File: src/hw/rtl/itk_pkg.sv
// itk_pkg: shared types, codes and constants for the IRC line tokenizer.
// No dependencies; imported by every itk_* module and the top level.
package itk_pkg;

   // Field widths
   localparam int ByteW   = 8;
   localparam int LenW    = 13;
   localparam int ParW    = 5;
   localparam int ClassW  = 3;
   localparam int ErrW    = 4;

   // Configuration register indexes and reset values
   localparam int CsrIdxW = 1;
   localparam logic [CsrIdxW-1:0] CSR_MAX_LINE_LENGTH = 1'b0;
   localparam logic [CsrIdxW-1:0] CSR_MAX_PARAMS      = 1'b1;
   localparam logic [LenW-1:0] MaxLineLengthReset = 13'd512;
   localparam logic [ParW-1:0] MaxParamsReset     = 5'd15;

   // Saturation limits
   localparam logic [LenW-1:0] CountMax = {LenW{1'b1}};
   localparam logic [ParW-1:0] ParSat   = {ParW{1'b1}};

   // Default depth of the queue between front and back
   localparam int QueueDepthDefault = 4;

   // Characters of interest
   localparam logic [ByteW-1:0] CHAR_CR    = 8'h0D;
   localparam logic [ByteW-1:0] CHAR_SPACE = 8'h20;
   localparam logic [ByteW-1:0] CHAR_COLON = 8'h3A;
   localparam logic [ByteW-1:0] CHAR_NUL   = 8'h00;

   // Byte classes
   localparam logic [ClassW-1:0] CLS_SPACE     = 3'd0;
   localparam logic [ClassW-1:0] CLS_COLON     = 3'd1;
   localparam logic [ClassW-1:0] CLS_PREFIX    = 3'd2;
   localparam logic [ClassW-1:0] CLS_COMMAND   = 3'd3;
   localparam logic [ClassW-1:0] CLS_MIDDLE    = 3'd4;
   localparam logic [ClassW-1:0] CLS_TRAILING  = 3'd5;
   localparam logic [ClassW-1:0] CLS_CR        = 3'd6;
   localparam logic [ClassW-1:0] CLS_AFTER_ERR = 3'd7;

   // Error codes
   localparam logic [ErrW-1:0] ERR_NONE         = 4'd0;
   localparam logic [ErrW-1:0] ERR_TOO_LONG     = 4'd1;
   localparam logic [ErrW-1:0] ERR_NUL          = 4'd2;
   localparam logic [ErrW-1:0] ERR_BLANK        = 4'd3;
   localparam logic [ErrW-1:0] ERR_PFX_NO_SPACE = 4'd4;
   localparam logic [ErrW-1:0] ERR_EMPTY_PFX    = 4'd5;
   localparam logic [ErrW-1:0] ERR_EMPTY_CMD    = 4'd6;
   localparam logic [ErrW-1:0] ERR_BAD_CMD      = 4'd7;
   localparam logic [ErrW-1:0] ERR_TOO_MANY     = 4'd8;

   typedef struct packed {
      logic [ByteW-1:0] byte_value;
      logic             last_byte;
   } itk_req_type;

   typedef struct packed {
      logic [ClassW-1:0] byte_class;
      logic [ParW-1:0]   param_index;
      logic              line_done;
      logic              line_valid;
      logic [ErrW-1:0]   error_code;
      logic [ParW-1:0]   param_count;
      logic              has_trailing;
   } itk_rsp_type;

   // Classified byte as it travels from front to back
   typedef struct packed {
      logic last_byte;
      logic is_space;
      logic is_colon;
      logic is_cr;
      logic is_nul;
      logic is_alnum;
   } itk_tok_type;

endpackage

File: src/hw/rtl/itk_front.sv
// itk_front: accepts input bytes and classifies them for the parser.
// Depends on itk_pkg.
module itk_front import itk_pkg::*; (
   input  logic        req_valid,
   input  itk_req_type req_data,
   input  logic        queue_full,
   output logic        req_stall,
   output logic        push_valid,
   output itk_tok_type push_tok
);

   assign req_stall  = queue_full;
   assign push_valid = req_valid && !queue_full;

   always_comb begin
      push_tok.last_byte = req_data.last_byte;
      push_tok.is_space  = (req_data.byte_value == CHAR_SPACE);
      push_tok.is_colon  = (req_data.byte_value == CHAR_COLON);
      push_tok.is_cr     = (req_data.byte_value == CHAR_CR);
      push_tok.is_nul    = (req_data.byte_value == CHAR_NUL);
      push_tok.is_alnum  = req_data.byte_value inside {[8'h41:8'h5A], [8'h61:8'h7A],
                                                       [8'h30:8'h39]};
   end

endmodule

File: src/hw/rtl/itk_queue.sv
// itk_queue: short register queue between the classifier and the parser.
// Depends on itk_pkg.
module itk_queue import itk_pkg::*; #(
   parameter int QUEUE_DEPTH = QueueDepthDefault
) (
   input  logic        clock,
   input  logic        reset,
   input  logic        push_valid,
   input  itk_tok_type push_tok,
   input  logic        pop,
   output logic        full,
   output logic        head_valid,
   output itk_tok_type head_tok
);

   localparam int PtrW = (QUEUE_DEPTH > 1) ? $clog2(QUEUE_DEPTH) : 1;
   localparam int CntW = $clog2(QUEUE_DEPTH + 1);
   localparam logic [PtrW-1:0] LastPtr = PtrW'(QUEUE_DEPTH - 1);
   localparam logic [CntW-1:0] DepthCnt = CntW'(QUEUE_DEPTH);

   itk_tok_type           mem_ff [QUEUE_DEPTH];
   logic [PtrW-1:0]       wr_ptr_ff, wr_ptr_in;
   logic [PtrW-1:0]       rd_ptr_ff, rd_ptr_in;
   logic [CntW-1:0]       count_ff, count_in;
   logic                  do_push;
   logic                  do_pop;

   assign full       = (count_ff == DepthCnt);
   assign head_valid = (count_ff != '0);
   assign head_tok   = mem_ff[rd_ptr_ff];
   assign do_push    = push_valid && !full;
   assign do_pop     = pop && head_valid;

   always_comb begin
      wr_ptr_in = wr_ptr_ff;
      rd_ptr_in = rd_ptr_ff;
      count_in  = count_ff;
      if (do_push) begin
         wr_ptr_in = (wr_ptr_ff == LastPtr) ? '0 : wr_ptr_ff + 1'b1;
      end
      if (do_pop) begin
         rd_ptr_in = (rd_ptr_ff == LastPtr) ? '0 : rd_ptr_ff + 1'b1;
      end
      if (do_push && !do_pop) begin
         count_in = count_ff + 1'b1;
      end else if (do_pop && !do_push) begin
         count_in = count_ff - 1'b1;
      end
   end

   always_ff @(posedge clock) begin
      if (reset) begin
         wr_ptr_ff <= '0;
         rd_ptr_ff <= '0;
         count_ff  <= '0;
      end else begin
         wr_ptr_ff <= wr_ptr_in;
         rd_ptr_ff <= rd_ptr_in;
         count_ff  <= count_in;
      end
   end

   always_ff @(posedge clock) begin
      if (do_push) begin
         mem_ff[wr_ptr_ff] <= push_tok;
      end
   end

`ifndef ASSERT_OFF
   a_count_bound: assert property (@(posedge clock) disable iff (reset)
      count_ff <= DepthCnt)
      else $error("queue count beyond depth");

   a_pop_nonempty: assert property (@(posedge clock) disable iff (reset)
      pop |-> head_valid)
      else $error("pop from empty queue");

   a_count_track: assert property (@(posedge clock) disable iff (reset)
      (do_push && !do_pop) |=> (count_ff == $past(count_ff) + 1'b1))
      else $error("queue count lost a push");
`endif

endmodule

File: src/hw/rtl/itk_back.sv
// itk_back: line phase machine, error tracking and result register.
// Depends on itk_pkg; fed from itk_queue.
module itk_back import itk_pkg::*; (
   input  logic              clock,
   input  logic              reset,
   input  logic [LenW-1:0]   max_line_length,
   input  logic [ParW-1:0]   max_params,
   input  logic              head_valid,
   input  itk_tok_type       head_tok,
   output logic              pop,
   input  logic              rsp_stall,
   output logic              rsp_valid,
   output itk_rsp_type       rsp_data
);

   localparam logic [2:0] PH_LEAD    = 3'd0;
   localparam logic [2:0] PH_PREFIX  = 3'd1;
   localparam logic [2:0] PH_AFTPFX  = 3'd2;
   localparam logic [2:0] PH_CMD     = 3'd3;
   localparam logic [2:0] PH_PARAMSP = 3'd4;
   localparam logic [2:0] PH_MIDDLE  = 3'd5;
   localparam logic [2:0] PH_TRAIL   = 3'd6;

   localparam int TotW = ParW + 2;

   logic [2:0]      phase_ff, phase_in;
   logic [LenW-1:0] count_ff, count_in;
   logic [ErrW-1:0] err_ff, err_in;
   logic [ParW-1:0] total_ff, total_in;
   logic [ParW-1:0] cur_ff, cur_in;
   logic            nul_ff, nul_in;
   logic            pfx_ne_ff, pfx_ne_in;
   logic            trl_ff, trl_in;
   logic            trl_ne_ff, trl_ne_in;
   logic            over_ff, over_in;
   logic            rsp_valid_ff, rsp_valid_in;
   itk_rsp_type     rsp_ff, rsp_in;
   logic            too_long;
   logic [TotW-1:0] total_w;

   assign pop       = head_valid && (!rsp_valid_ff || !rsp_stall);
   assign rsp_valid = rsp_valid_ff;
   assign rsp_data  = rsp_ff;

   always_comb begin
      phase_in  = phase_ff;
      err_in    = err_ff;
      total_in  = total_ff;
      cur_in    = cur_ff;
      pfx_ne_in = pfx_ne_ff;
      trl_in    = trl_ff;
      trl_ne_in = trl_ne_ff;
      over_in   = over_ff;
      count_in  = (count_ff != CountMax) ? count_ff + 1'b1 : count_ff;
      nul_in    = nul_ff | head_tok.is_nul;
      too_long  = (count_in > max_line_length);
      total_w   = '0;
      rsp_in    = '0;
      rsp_in.byte_class = CLS_SPACE;

      if (too_long || nul_in || (err_ff != ERR_NONE)) begin
         rsp_in.byte_class = CLS_AFTER_ERR;
      end else if (head_tok.last_byte && head_tok.is_cr) begin
         rsp_in.byte_class = CLS_CR;
      end else begin
         case (phase_ff)
            PH_LEAD, PH_AFTPFX, PH_CMD: begin
               if (head_tok.is_space) begin
                  rsp_in.byte_class = CLS_SPACE;
                  if (phase_ff == PH_CMD) begin
                     phase_in = PH_PARAMSP;
                  end
               end else if (head_tok.is_colon && phase_ff == PH_LEAD) begin
                  rsp_in.byte_class = CLS_COLON;
                  phase_in  = PH_PREFIX;
                  pfx_ne_in = 1'b0;
               end else begin
                  // command byte, first or continuing
                  rsp_in.byte_class = CLS_COMMAND;
                  phase_in = PH_CMD;
                  if (!head_tok.is_alnum && err_in == ERR_NONE) begin
                     err_in = ERR_BAD_CMD;
                  end
               end
            end
            PH_PREFIX: begin
               if (head_tok.is_space) begin
                  rsp_in.byte_class = CLS_SPACE;
                  phase_in = PH_AFTPFX;
                  if (!pfx_ne_ff && err_in == ERR_NONE) begin
                     err_in = ERR_EMPTY_PFX;
                  end
               end else begin
                  rsp_in.byte_class = CLS_PREFIX;
                  pfx_ne_in = 1'b1;
               end
            end
            PH_PARAMSP: begin
               if (head_tok.is_space) begin
                  rsp_in.byte_class = CLS_SPACE;
               end else if (head_tok.is_colon) begin
                  rsp_in.byte_class = CLS_COLON;
                  trl_in   = 1'b1;
                  phase_in = PH_TRAIL;
               end else begin
                  // new middle parameter; index saturates
                  if (total_ff == ParSat) begin
                     over_in = 1'b1;
                  end else begin
                     total_in = total_ff + 1'b1;
                  end
                  cur_in   = total_ff;
                  phase_in = PH_MIDDLE;
                  rsp_in.byte_class  = CLS_MIDDLE;
                  rsp_in.param_index = total_ff;
               end
            end
            PH_MIDDLE: begin
               if (head_tok.is_space) begin
                  rsp_in.byte_class = CLS_SPACE;
                  phase_in = PH_PARAMSP;
               end else begin
                  rsp_in.byte_class  = CLS_MIDDLE;
                  rsp_in.param_index = cur_ff;
               end
            end
            default: begin
               rsp_in.byte_class = CLS_TRAILING;
               trl_ne_in = 1'b1;
            end
         endcase
      end

      if (head_tok.last_byte) begin
         total_w = TotW'(total_in) + TotW'(trl_ne_in) + TotW'(over_in);
         if (err_in == ERR_NONE) begin
            case (phase_in)
               PH_LEAD:   err_in = ERR_BLANK;
               PH_PREFIX: err_in = ERR_PFX_NO_SPACE;
               PH_AFTPFX: err_in = ERR_EMPTY_CMD;
               PH_CMD:    err_in = ERR_NONE;
               default: begin
                  if (total_w > TotW'(max_params)) begin
                     err_in = ERR_TOO_MANY;
                  end
               end
            endcase
         end
         if (too_long) begin
            rsp_in.error_code = ERR_TOO_LONG;
         end else if (nul_in) begin
            rsp_in.error_code = ERR_NUL;
         end else begin
            rsp_in.error_code = err_in;
         end
         rsp_in.line_done    = 1'b1;
         rsp_in.line_valid   = (rsp_in.error_code == ERR_NONE);
         rsp_in.param_count  = (total_w > TotW'(ParSat)) ? ParSat : total_w[ParW-1:0];
         rsp_in.has_trailing = trl_in;
         // start over for the next line
         phase_in  = PH_LEAD;
         count_in  = '0;
         err_in    = ERR_NONE;
         total_in  = '0;
         cur_in    = '0;
         nul_in    = 1'b0;
         pfx_ne_in = 1'b0;
         trl_in    = 1'b0;
         trl_ne_in = 1'b0;
         over_in   = 1'b0;
      end

      if (pop) begin
         rsp_valid_in = 1'b1;
      end else begin
         rsp_valid_in = rsp_valid_ff && rsp_stall;
      end
   end

   always_ff @(posedge clock) begin
      if (reset) begin
         phase_ff     <= PH_LEAD;
         count_ff     <= '0;
         err_ff       <= ERR_NONE;
         total_ff     <= '0;
         cur_ff       <= '0;
         nul_ff       <= 1'b0;
         pfx_ne_ff    <= 1'b0;
         trl_ff       <= 1'b0;
         trl_ne_ff    <= 1'b0;
         over_ff      <= 1'b0;
         rsp_valid_ff <= 1'b0;
      end else begin
         rsp_valid_ff <= rsp_valid_in;
         if (pop) begin
            phase_ff  <= phase_in;
            count_ff  <= count_in;
            err_ff    <= err_in;
            total_ff  <= total_in;
            cur_ff    <= cur_in;
            nul_ff    <= nul_in;
            pfx_ne_ff <= pfx_ne_in;
            trl_ff    <= trl_in;
            trl_ne_ff <= trl_ne_in;
            over_ff   <= over_in;
         end
      end
   end

   always_ff @(posedge clock) begin
      if (pop) begin
         rsp_ff <= rsp_in;
      end
   end

`ifndef ASSERT_OFF
   a_valid_matches_code: assert property (@(posedge clock) disable iff (reset)
      (rsp_valid_ff && rsp_ff.line_done) |->
         (rsp_ff.line_valid == (rsp_ff.error_code == ERR_NONE)))
      else $error("line_valid disagrees with error_code");

   a_quiet_midline: assert property (@(posedge clock) disable iff (reset)
      (rsp_valid_ff && !rsp_ff.line_done) |->
         (rsp_ff.error_code == ERR_NONE && rsp_ff.param_count == '0 &&
          !rsp_ff.has_trailing && !rsp_ff.line_valid))
      else $error("line summary shown before the last byte");

   a_restart_after_line: assert property (@(posedge clock) disable iff (reset)
      (pop && head_tok.last_byte) |=>
         (phase_ff == PH_LEAD && count_ff == '0 && err_ff == ERR_NONE &&
          total_ff == '0 && !nul_ff))
      else $error("parser did not start over after a line");
`endif

endmodule

File: src/hw/rtl/irc_line_tokenizer.sv
// irc_line_tokenizer: top level of the streaming IRC line tokenizer.
// Depends on itk_pkg, itk_front, itk_queue and itk_back.
//
//   channel  dir   handshake              payload
//   req_     in    req_valid / req_stall  itk_req_type (byte_value, last_byte)
//   rsp_     out   rsp_valid / rsp_stall  itk_rsp_type (one per input byte)
//   csr_     in    csr_valid / csr_ready  csr_index, csr_wdata
//
// One byte per cycle sustained while rsp_stall is low; a byte's result
// passes the queue write, then the parser step into the rsp reg, before
// it is valid. The rate is set by the phase step in itk_back.
// Reset is synchronous, active high; it restores the register defaults
// (line length 512, 15 params) and starts a fresh line.
// req_stall rises only when the front/back queue is full; rsp_stall
// holds the result register and lets the queue soak up incoming bytes.
module irc_line_tokenizer import itk_pkg::*; #(
   parameter int QUEUE_DEPTH = QueueDepthDefault
) (
   input  logic               clock,
   input  logic               reset,
   // input bytes
   input  logic               req_valid,
   output logic               req_stall,
   input  itk_req_type        req_data,
   // results
   output logic               rsp_valid,
   input  logic               rsp_stall,
   output itk_rsp_type        rsp_data,
   // configuration writes
   input  logic               csr_valid,
   output logic               csr_ready,
   input  logic [CsrIdxW-1:0] csr_index,
   input  logic [LenW-1:0]    csr_wdata
);

   logic [LenW-1:0] max_len_ff, max_len_in;
   logic [ParW-1:0] max_par_ff, max_par_in;

   logic            queue_full;
   logic            push_valid;
   itk_tok_type     push_tok;
   logic            head_valid;
   itk_tok_type     head_tok;
   logic            pop;

   // All writes are taken; software must write only while the block is idle.
   assign csr_ready = 1'b1;

   always_comb begin
      max_len_in = max_len_ff;
      max_par_in = max_par_ff;
      if (csr_valid) begin
         case (csr_index)
            CSR_MAX_LINE_LENGTH: max_len_in = csr_wdata;
            CSR_MAX_PARAMS:      max_par_in = csr_wdata[ParW-1:0];
            default: begin
               max_len_in = max_len_ff;
            end
         endcase
      end
   end

   always_ff @(posedge clock) begin
      if (reset) begin
         max_len_ff <= MaxLineLengthReset;
         max_par_ff <= MaxParamsReset;
      end else begin
         max_len_ff <= max_len_in;
         max_par_ff <= max_par_in;
      end
   end

   // Front: accept and classify each byte
   itk_front u_front (
      .req_valid  (req_valid),
      .req_data   (req_data),
      .queue_full (queue_full),
      .req_stall  (req_stall),
      .push_valid (push_valid),
      .push_tok   (push_tok)
   );

   // Short queue decoupling classifier from parser
   itk_queue #(
      .QUEUE_DEPTH (QUEUE_DEPTH)
   ) u_queue (
      .clock      (clock),
      .reset      (reset),
      .push_valid (push_valid),
      .push_tok   (push_tok),
      .pop        (pop),
      .full       (queue_full),
      .head_valid (head_valid),
      .head_tok   (head_tok)
   );

   // Back: phase machine and result register
   itk_back u_back (
      .clock           (clock),
      .reset           (reset),
      .max_line_length (max_len_ff),
      .max_params      (max_par_ff),
      .head_valid      (head_valid),
      .head_tok        (head_tok),
      .pop             (pop),
      .rsp_stall       (rsp_stall),
      .rsp_valid       (rsp_valid),
      .rsp_data        (rsp_data)
   );

endmodule

File: config.mk
export PLATFORM = sky130hd
export DESIGN_NAME = irc_line_tokenizer
export DESIGN_NICKNAME = d
export VERILOG_FILES = /design/src/hw/rtl/itk_pkg.sv /design/src/hw/rtl/itk_front.sv /design/src/hw/rtl/itk_queue.sv /design/src/hw/rtl/itk_back.sv /design/src/hw/rtl/irc_line_tokenizer.sv
export SDC_FILE = /design/constraint.sdc
export NUM_CORES = 1
export LEC_CHECK = 0
export BUFFER_PORTS_ARGS = -buffer_cell sky130_fd_sc_hd__buf_4
export CAP_MARGIN = 5
export CORE_ASPECT_RATIO = 1.5
export CORE_UTILIZATION = 28
export CTS_CLUSTER_SIZE = 25
export DETAILED_ROUTE_END_ITERATION = 8
export GPL_TIMING_DRIVEN = 0
export PLACE_DENSITY = 0.54
export SYNTH_ARGS = -nofsm -noshare
export SYNTH_HDL_FRONTEND = slang
export SYNTH_SLANG_ARGS = --single-unit
File: constraint.sdc
create_clock -name clock -period 8.2 [get_ports clock]
set_clock_uncertainty 0.2 [all_clocks]
set_input_delay 1.64 -clock clock [delete_from_list [all_inputs] [get_ports clock]]
set_output_delay 1.64 -clock clock [all_outputs]
set_load 0.05 [all_outputs]
==> run summary <==
The flow ran to the end, and the final reports show no timing, DRC or antenna violations. The tool flagged a number of max-cap violations equal to 0. The biggest area contributor in the post-synthesis netlist is sky130_fd_sc_hd__edfxtp_1. The post-CTS resize count came out at 0. The count of cell types in the netlist is 70. The starting density of the core came out at 28.8%. Measured on the finished design, the core utilization comes to 33.8%. The min-delay analysis places its worst path in the category reg2reg.

The data required time of the critical path is 8120 ps. The DRC marker count from the first detailed-route iteration is 225. The later-pin clock latency in the skew report is 360 ps.

The number of buffers inserted by hold repair at cts is 0. The arrival time at the worst endpoint came out at 7420 ps. The region available for standard cell placement spans 19,900 um^2. The count of input and output buffers came out at 48. The number of nets in the synthesized netlist is 656. The placed instance count is 905. The HPWL reported at the end of detailed placement is 10,500 um. The number of buffers added by the clock tree synthesis step is 9. The filler cell count in the final layout came out at 2,085. The maximum vdd drop came out at 125 uV. For this run, the leading register cell type out of synthesis is sky130_fd_sc_hd__dfxtp_1.

The number of cells produced by synthesis came out at 597. The clock drives 107 sinks. The routed metal-1 wire length came out at 5760 um. In the detailed route, the total length drawn on met3 is 380 um. In this run the clock root is driven by a sky130_fd_sc_hd__clkbuf_16. The kind of end point of the critical path is a flip-flop.

The number of hold violations in the final report came out at 0. The highest metal layer carrying signal wires in the routed design is met4. The count of final max-slew check failures came out at 0. The repair_antennas step left the layout with diodes totalling 0.

Using the TritonRoute via totals, the vias-per-cell ratio works out to 4.90. The largest net degree at the start of global routing is 30. The static leakage is 2.53 nW. The share of Yosys cell area claimed by the top area cell type came out at 23.1%. The placed instances occupy a cell area of 6400 um^2. The vertical extent of the die is 177 um. A synthesized cell averages 9.57 um^2. The number of top-level pins came out at 51. The relative max-transition margin came out at 14.9%. The via count of the routed design came out at 4,512. Across every metal layer, demand over resource in global routing totals 13.6%. By count the netlist is led by sky130_fd_sc_hd__nor2_1 (70), sky130_fd_sc_hd__dfxtp_1 (63), sky130_fd_sc_hd__nand2_1 (54).

The critical path in this run is classified as reg2reg. The count of yosys warnings during synthesis came out at 0. The combined area of all synthesized cells came out at 5710 um^2. The met2 wirelength from detailed routing came out at 7410 um. The final period utilization is 91.5%. The final weighted congestion in routability-driven placement is 0.773. The floorplan die area came out at 21,000 um^2. The slew at the pin closest to its max-slew limit came out at 1260 ps.

The post-detailed-route wirelength per cell came out at 15.0 um. In the final timing run, aggregate negative setup slack is 0 ps. The net count of the finished layout is 715. The time the final worst path needs with I/O delays and setup came out at 7500 ps. The maximum fanout along the worst path came out at 10. The area growth from synthesis to layout came out at 17.4%. The global-route wire length before repair came out at 22,300 um. The routed design has 13,800 um of wire. TritonCTS built the clock tree.

The number of antenna violations at the first check in global routing is 0. The most numerous cell in the Yosys netlist is sky130_fd_sc_hd__nor2_1. The width of the die came out at 119 um. The number of iterations in the first detailed-routing pass came out at 4. The kind of cell with the highest combined delay along the critical path is simple AND/OR/NAND/NOR gates. Counting flops with a built-in enable in the synthesized netlist gives 44. The remaining global-route overflow came out at 0. The proportion of synthesized chip area in sequential cells came out at 45.2%. The remaining routing DRC violations is 0. The clock tree synthesis step divided the H-tree into 3 levels. After synthesis, the share of flip-flops with an asynchronous set or reset is 0%. The sequential standard cell area came out at 2580 um^2. STA classifies the critical path startpoint as a flip-flop. The number of buffer and inverter stages on the critical path is 0.

The final design instance area without fill came out at 6710 um^2. Once the clock tree was built, the setup fixing pass inserted 0 buffers. Yosys attributes the largest share of cell area to sky130_fd_sc_hd__edfxtp_1 (23%), sky130_fd_sc_hd__dfxtp_1 (22%), sky130_fd_sc_hd__ha_1 (6.6%). The highest attainable clock frequency came out at 133 MHz.

The CTS clock-pin slew for the worst setup and hold paths came out at 80 ps. On the critical path, the stage with the largest delay is an instance of sky130_fd_sc_hd__a31oi_1. The number of nets with antenna violations after detailed routing came out at 0. After the flow finishes, the layout carries non-filler instances totaling 921. The most prevalent standard cell on the critical path is sky130_fd_sc_hd__ha_1. The footprint of the multi-input gates is 2910 um^2.

The power density relative to cell area is 299 nW/um^2. The delay of the slowest cell on the worst path came out at 640 ps. The number of global-route vias before repair is 4,400. The cell row count came out at 63. The final number of setup-violating endpoints is 0. The maximum buffer depth of the clock tree came out at 2. Cells with a size suffix above 1 make up 15.7% of the layout.

Setup repair after global routing left no endpoint under its margin. The number of synthesized register bits came out at 107.
[power breakdown]
group | switching, mW | total, mW | internal (mW)
sequential | 0.0379 | 0.703 | 0.665
clock | 0.233 | 0.455 | 0.222
combinational | 0.587 | 0.848 | 0.261
[cells by family after synthesis]
kind of cell / count (synthesis) / synth area share, %
and+or+nand+nor: 227 / 19.8
AOI/OAI and AO/OA: 148 / 18.4
DFF: 107 / 45.2
buffers and inverters: 54 / 3.81
adders and majority gates: 31 / 6.92
xor gates and xnor gates: 17 / 2.61
muxes: 12 / 3.24
other: 1 / 0.0656
[worst paths after layout]
| kind | slack [ps] | startpoint | cells after the start | endpoint |
|---|---|---|---|---|
| max | 700 | u_back.count_ff[0]$_SDFFE_PP0P_ | 27 | u_back.rsp_data[9]$_SDFFCE_PN0P_ |
| max reg2reg | 700 | u_back.count_ff[0]$_SDFFE_PP0P_ | 27 | u_back.rsp_data[9]$_SDFFCE_PN0P_ |
| min | 260 | max_len_ff[8]$_SDFFE_PP0P_ | 2 | max_len_ff[8]$_SDFFE_PP0P_ |
| min reg2reg | 260 | max_len_ff[8]$_SDFFE_PP0P_ | 2 | max_len_ff[8]$_SDFFE_PP0P_ |
[state kept, by name, indices dropped and copies added, names as in the netlist, 4 cells and up, named ones only]
name,flops
max_len_ff,13
max_par_ff,5
u_back.count_ff,13
u_back.cur_ff,5
u_back.err_ff,4
u_back.rsp_data,20
u_back.total_ff,5
u_queue.mem_ff,24
[tightest hold or removal path: stages (launching register included)]
cell and delay [ps]:
sky130_fd_sc_hd__dfxtp_1 310, sky130_fd_sc_hd__nand2_1 50, sky130_fd_sc_hd__a21oi_1 50
[metal layers]
layer / vias to the layer above / global-route usage, %
met4: 0 / 5.59
met3: 14 / 2.45
met2: 68 / 25.8
met1: 2133 / 14.8
met5: - / 0
li1: 2297 / -
[layout by cell type (no fill, tap or decap), drive strengths merged, types with 7 or more instances in the layout]
cell	count
a21oi	42
a22oi	23
and2	9
and3	12
buf	53
clkbuf	31
dfxtp	63
edfxtp	44
ha	30
inv	31
nand2	55
nand3	19
nand4	14
nor2	72
nor2b	7
nor3	10
nor4	8
o211ai	8
o21ai	21
xnor2	12
[final cells by class]
type,count,share of cell area [%]
timing repair buffer,48,5.37
multi-input combinational,436,43.4
tap,260,4.85
buffer,27,1.75
sequential,107,38.5
inverter,27,1.51
clock inverter,7,1.25
clock buffer,9,3.36
[stage by stage]
stage | hold slack (ps) | total power [mW] | setup WS [ps]
CTS | 259 | 2.03 | 596
global route | 271 | 2.12 | 110
detailed placement | 248 | 1.58 | 644
floorplan | 235 | 1.32 | 1950
global placement | 245 | 1.57 | 610
finish | 259 | 2.01 | 700
No activity file was read; power rests on OpenSTA's default activity.
